[src/sv/mtg_pkg.sv]
// ----------------------------------------------------------------------------
// mtg_pkg
// Shared constants for the mt19937 word generator: store geometry, twist
// and init constants, tempering masks.
// ----------------------------------------------------------------------------
package mtg_pkg;

  // index width covers 0..625
  localparam int IdxW = 10;

  localparam int unsigned StoreDepth = 624;

  localparam logic [IdxW-1:0] MtWords  = 10'd624;
  localparam logic [IdxW-1:0] MtShift  = 10'd397;
  localparam logic [IdxW-1:0] MtUninit = 10'd625;
  localparam logic [IdxW-1:0] MtLast   = 10'd623;

  localparam logic [31:0] TwistXor  = 32'h9908_b0df;
  localparam logic [31:0] HiBit     = 32'h8000_0000;
  localparam logic [31:0] LoBits    = 32'h7fff_ffff;
  localparam logic [31:0] InitMult  = 32'd1812433253;
  localparam logic [31:0] TemperB   = 32'h9d2c_5680;
  localparam logic [31:0] TemperC   = 32'hefc6_0000;
  localparam logic [31:0] SeedReset = 32'd5489;

endpackage

[src/sv/mtg_temper.sv]
// ----------------------------------------------------------------------------
// mtg_temper
// Output tempering of one state word: two right shifts and two masked
// left shifts, each folded in by xor.
// ----------------------------------------------------------------------------
module mtg_temper
  import mtg_pkg::*;
(
  input  logic [31:0] word_i,
  output logic [31:0] word_o
);

  logic [31:0] y1, y2, y3;

  // tempering chain
  assign y1     = word_i ^ (word_i >> 11);
  assign y2     = y1 ^ ((y1 << 7) & TemperB);
  assign y3     = y2 ^ ((y2 << 15) & TemperC);
  assign word_o = y3 ^ (y3 >> 18);

endmodule

[config.mk]
export PLATFORM = sky130hd
export DESIGN_NAME = mtg_temper
export DESIGN_NICKNAME = d
export VERILOG_FILES = /design/src/sv/mtg_pkg.sv /design/src/sv/mtg_temper.sv
export SDC_FILE = /design/constraint.sdc
export NUM_CORES = 1
export LEC_CHECK = 0
export CAP_MARGIN = 20
export CORE_MARGIN = 3
export CORE_UTILIZATION = 48
export DETAILED_ROUTE_END_ITERATION = 12
export DONT_BUFFER_PORTS = 1
export PLACE_DENSITY = 0.73
export SYNTH_ARGS = -nofsm -noshare
export SYNTH_HDL_FRONTEND = slang
export SYNTH_SLANG_ARGS = --single-unit
[constraint.sdc]
create_clock -name vclk -period 3.2
set_input_delay 0.96 -clock vclk [all_inputs]
set_output_delay 0.96 -clock vclk [all_outputs]
set_load 0.005 [all_outputs]
# == After elaboration in Yosys (flattened, before gate mapping) ==
# Index checks and enable logic that the tools add are counted.
# Widths: inputs -> output; s select.
# op_classes
n_eq_ne,0
reduce_logical,0
n_lt_le_gt_ge,0
n_bitwise,4
shifts,0
n_div,0
addsub,0
muxes,0
multipliers,0
# op_table
cell,count
$xor 32x32->32,2
$xor 32x14->32,1
$xor 32x21->32,1
# totals
n_memories,0
inputBits,32
register_bits,0
ram_bits,0
output_inout_bits,32
mem_bits_ro,0
latch_bits,0
wordCells,4

# == Logic depth before layout (Yosys ltp) ==
# Gate-level depths: netlist of the first run.
# logic_depth
depth_word,4
ltp_mapped,3
ltp_nobuf,3

# == Least setup slack after synthesis of the first run ==
# No wires, ideal clock.
# synth_timing
path_type,input -> output
from,in word_i[22]
to,out word_o[0]
n_path_buf,0
path_stages,3
path_slack_ns,0.396
arrival_time_ns,1.844
required_time_ns,2.240
path_cell_list,xnor2_2 xnor3_1 xnor2_1
# synth_via
elab_chain_cells,4
# synth_lines
item,line_no,rtl
start: declaration,mtg_temper.sv:9,"input logic [31:0] word_i,"
$xor 32x21->32,mtg_temper.sv:16,assign y1 = word_i ^ (word_i >> 11);
$xor 32x32->32,mtg_temper.sv:17,assign y2 = y1 ^ ((y1 << 7) & TemperB);
$xor 32x32->32,mtg_temper.sv:18,assign y3 = y2 ^ ((y2 << 15) & TemperC);
$xor 32x14->32,mtg_temper.sv:19,assign word_o = y3 ^ (y3 >> 18);
end: declaration,mtg_temper.sv:10,output logic [31:0] word_o
# Every way passes these cells.

# == Final worst setup path of the first run ==
# layout_timing
from,in word_i[7]
to,out word_o[4]
# Same word-level chain as after synthesis.

==> metrics.yaml, run 1 <==
synth:
  ys_top_cells_by_area: "xnor2_1 44%, xnor3_1 21%, xor2_1 18%"
  synth_cell_types: 6
  ys_warn_count: 0
  syn_area_um2: 634
  synth_top_area_share: 0.442
  yosysTopAreaCell: "xnor2_1"
  synthCells: 57
  synth_nets: 89
  syn_area_per_cell_um2: 11.1
  seq_area_frac_synth: 0
sta:
  relSlewSlack: 0.738
  timing.final.ws_setup_ns: 0.354
  hold_viol: 0
  setup_viol: 0
  finalCriticalPeriod_ns: 2.85
  slew_viol_final: 0
  finalCritPeriodShare: 0.889
  fin_tns_setup_ns: 0
  rsz0062_at_grt: "no"
  worst_pin_slew_ns: 0.392
  max_freq_mhz: 351
critical_path:
  cp_slowest_cell: "xor3_1"
  critical_path_required_ns: 2.24
  startpoint: "word_i[7]"
  crit_type: "input pin to output port"
  worstPathMaxFanout: 3
  critPathMaxStageDelay_ns: 0.43
  endpoint_kind: "output port"
  cp-start-kind: "input pin"
  arrival_ns: 1.89
  path_cells: "xnor2_2, xor3_1, xnor2_1"
clock_network:
  post_cts.repair.setup_buffers: 0
  ctsHoldBuffers: 0
  ctsResizeCount: 0
hold_path:
  min_from: "word_i[28]"
  hold_path.class: "input pin to output port"
layout:
  multi_input_area_um2: 634
  final_util: 0.563
  fin_nets: 92
  drive_gt1_frac: 0.103
  register_area_um2: 0
  syn2layout_area_growth_pct: 3.94
  clkbuf_count: 0
  n_fill_cell: 109
  antennaDiodeCount: 0
  seq_cell_count: 0
grt:
  grt_usage: 0.126
  grt_pass1_wl_mm: 1.88
  antenna_found_initial: 0
  grt_pass1_vias: 421
  grt_max_degree: 5
  grt_overflow: 0
floorplan:
  start_util: 0.542
  die-area_mm2: 0.00179
  core_mm2: 0.00117
  die_h_um: 42.4
  fp.dieW_um: 42.4
  std_cell_rows: 12
  pin_count: 64
detailed_routing:
  routed_wl_mm: 1.12
  dr.pass1.iters: 1
  drc_errors: 0
  via_per_inst: 5.24
  antenna_left: 0
  drt_iter0_markers: 0
  drt-wirelength-per-cell_um: 15.6
  num_vias: 377
placement:
  port_buffers: 0
  dpl_worst_slack_ns: 0.339
  place_congestion: 0.641
pwr:
  ir_drop_mv: 0.133
  p_per_area_mw_per_mm2: 309
  p_leak_nw: 0.272
job:
  drv_cap: 0
run_status:
  status: "finished, final reports clean"
## metrics by stage
step / instance area (um2) / std cells / hold slack (ns) / power, W
2_1_floorplan: 634 / 57 / 1.97 / 0.000186
3_3_place_gp: 659 / 72 / 1.98 / 0.000206
3_5_place_dp: 659 / 72 / 1.98 / 0.000208
4_1_cts: 659 / 72 / 1.98 / 0.000209
5_1_grt: 659 / 72 / 1.98 / 0.000221
6_report: 659 / 72 / 1.98 / 0.000204
## critical path: cells and delay by family
kind,cells,cell delay [ns]
xor+xnor,3,0.92
## kinds of logic (layout without fill, tap and decap cells)
kind of cell / count (synthesis) / after routing / share of synthesized area
buf+inv: 0 / 1 / 0
xor+xnor: 57 / 57 / 1.00
## cells in the mapped netlist
cell and number:
xnor2_1 32, xnor3_1 6, xor2_2 1, xnor2_2 4
xor3_1 1, xor2_1 13
## cells in the final DEF, fill, tap and decap left out, drive strengths merged
cell   instances
xor2          14
xor3           1
xnor3          6
buf            1
xnor2         36
## where the power goes
| part | leakage [nW] | internal (W) | switching (W) |
|---|---|---|---|
| Combinational | 0.272 | 0.000109 | 0.0000948 |
| Clock | 0 | 0 | 0 |
| Sequential | 0 | 0 | 0 |
| Total | 0.272 | 0.000109 | 0.0000948 |
## layer usage
metal  track usage  wire (um)  vias to the layer above  part of all wire
met5             0          0                        -                 0
met4             0          0                        0                 0
met3        0.0258        177                        0              0.16
met2         0.255        633                       33              0.56
li1              -          -                      182                 -
met1         0.137        312                      162              0.28
## final timing paths
kind | endpoint | cells after the start | slack (ns)
setup / recovery | word_o[4] | 3 | 0.35
hold / removal | word_o[28] | 1 | 1.98
## layout make-up
type	instances	area share
multi-input cells	57	0.962
well taps	14	0.0266
repair buffers	1	0.0114
Power figures use the tool's default switching activity.
==> inputs of run 2 (changes only) <==
CORE_AREA = 3 3 40 42   (was unset)
CORE_MARGIN = unset   (was 3)
CORE_UTILIZATION = unset   (was 48)
DIE_AREA = 0 0 43 45   (was unset)
PLACE_DENSITY = 0.72   (was 0.73)
==> metrics.yaml, run 2 (synthesized netlist as in run 1, its figures left out) <==
critical_path:
  critical_path_required_ns: 2.24  # about the same
  arrival_ns: 1.91  # +0.02 ns
  crit_type: "input pin to output port"
  path_cells: "xnor2_2, xor3_1, xnor2_1"
  cp_slowest_cell: "xor3_1"
  critPathMaxStageDelay_ns: 0.44  # about the same
  cp-start-kind: "input pin"
  endpoint_kind: "output port"
  worstPathMaxFanout: 3  # unchanged
sta:
  slew_viol_final: 0  # unchanged
  max_freq_mhz: 348  # -0.97%
  finalCritPeriodShare: 0.898  # +0.00870
  rsz0062_at_grt: "no"
  setup_viol: 0  # unchanged
  finalCriticalPeriod_ns: 2.87  # +0.0278 ns
  timing.final.ws_setup_ns: 0.326  # -0.0278 ns
  fin_tns_setup_ns: 0  # unchanged
  hold_viol: 0  # unchanged
  hold_slack_ns: 1.98  # +0.000110 ns
  worst_pin_slew_ns: 0.382  # -0.00964 ns
  relSlewSlack: 0.745  # +0.00645
grt:
  grt_max_degree: 5  # unchanged
  grt_usage: 0.0978  # -0.0277
  antenna_found_initial: 0  # unchanged
  grt_overflow: 0  # unchanged
  grt_pass1_vias: 402  # -4.5%
  grt_pass1_wl_mm: 1.51  # -19%
layout:
  fin_nets: 92  # unchanged
  final_cell_mix: "32 x xnor2_1, 13 x xor2_1, 6 x xnor3_1"
  n_fill_cell: 129  # +18%
  antennaDiodeCount: 0  # unchanged
  seq_cell_count: 0  # unchanged
  syn2layout_area_growth_pct: 4.14
  register_area_um2: 0  # unchanged
  clkbuf_count: 0  # unchanged
  drive_gt1_frac: 0.103  # unchanged
  final_common_cell: "xnor2_1"
  stdcell_area_um2: 661  # +0.19%
clock_network:
  ctsResizeCount: 0  # unchanged
  ctsHoldBuffers: 0  # unchanged
  post_cts.repair.setup_buffers: 0  # unchanged
floorplan:
  std_cell_rows: 13  # +1
  die_h_um: 45  # +6.2%
  pin_count: 64  # unchanged
  core_mm2: 0.00128  # +9.7%
  start_util: 0.494  # -0.0480
  fp.dieW_um: 43  # +1.5%
  die-area_mm2: 0.00194  # +7.9%
detailed_routing:
  drt-wirelength-per-cell_um: 15.4  # -1.3%
  drc_errors: 0  # unchanged
  dr.pass1.iters: 2  # +1
  drt_iter0_markers: 4  # +4
  routed_wl_mm: 1.12  # about the same
  via_per_inst: 5.22  # -0.32%
  antenna_left: 0  # unchanged
  num_vias: 381  # +1.1%
pwr:
  ir_drop_mv: 0.138  # +3.4%
  p_leak_nw: 0.272  # unchanged
  total_power_w: 0.000205  # +0.59%
  p_per_area_mw_per_mm2: 310  # +0.40%
hold_path:
  hold_path.class: "input pin to output port"
placement:
  placed_area_um2: 661  # +0.19%
  dpl_worst_slack_ns: 0.295  # -0.0436 ns
  dp.final_hpwl_mm: 1.08
  place_congestion: 0.635  # -0.92%
  port_buffers: 0  # unchanged
run_status:
  status: "finished, final reports clean"
job:
  drv_cap: 0  # unchanged
run 2: critical path, delay by kind of cell:
family                    cells  cell delay [ns]
xor gates and xnor gates      3             0.96
run 2: area by class of cell:
cell class,count,area [um2],area share
well taps,15,18.8,0.0284
repair buffers,1,7.51,0.0114
multi-input cells,57,634,0.960
run 2: layer usage:
metal | up-vias | share of wire | global-route usage
li1 | 180 | - | -
met1 | 172 | 0.33 | 0.100
met2 | 29 | 0.55 | 0.219
met3 | 0 | 0.12 | 0.0120
met4 | 0 | 0 | 0
met5 | - | 0 | 0
run 2: final timing paths:
kind | cells after the start | start | end | slack (ns)
max | 3 | word_i[7] | word_o[4] | 0.33
min | 1 | word_i[29] | word_o[29] | 1.98
run 2: power breakdown:
part           switching [W]  internal, W
sequential                 0            0
clock                      0            0
combinational      0.0000960     0.000109
total              0.0000960     0.000109
run 2: metrics by stage:
stage | util | std cells
6_report | 0.514 | 73
5_1_grt | 0.514 | 73
4_1_cts | 0.514 | 73
3_5_place_dp | 0.514 | 73
3_3_place_gp | 0.514 | 73
2_1_floorplan | - | 57
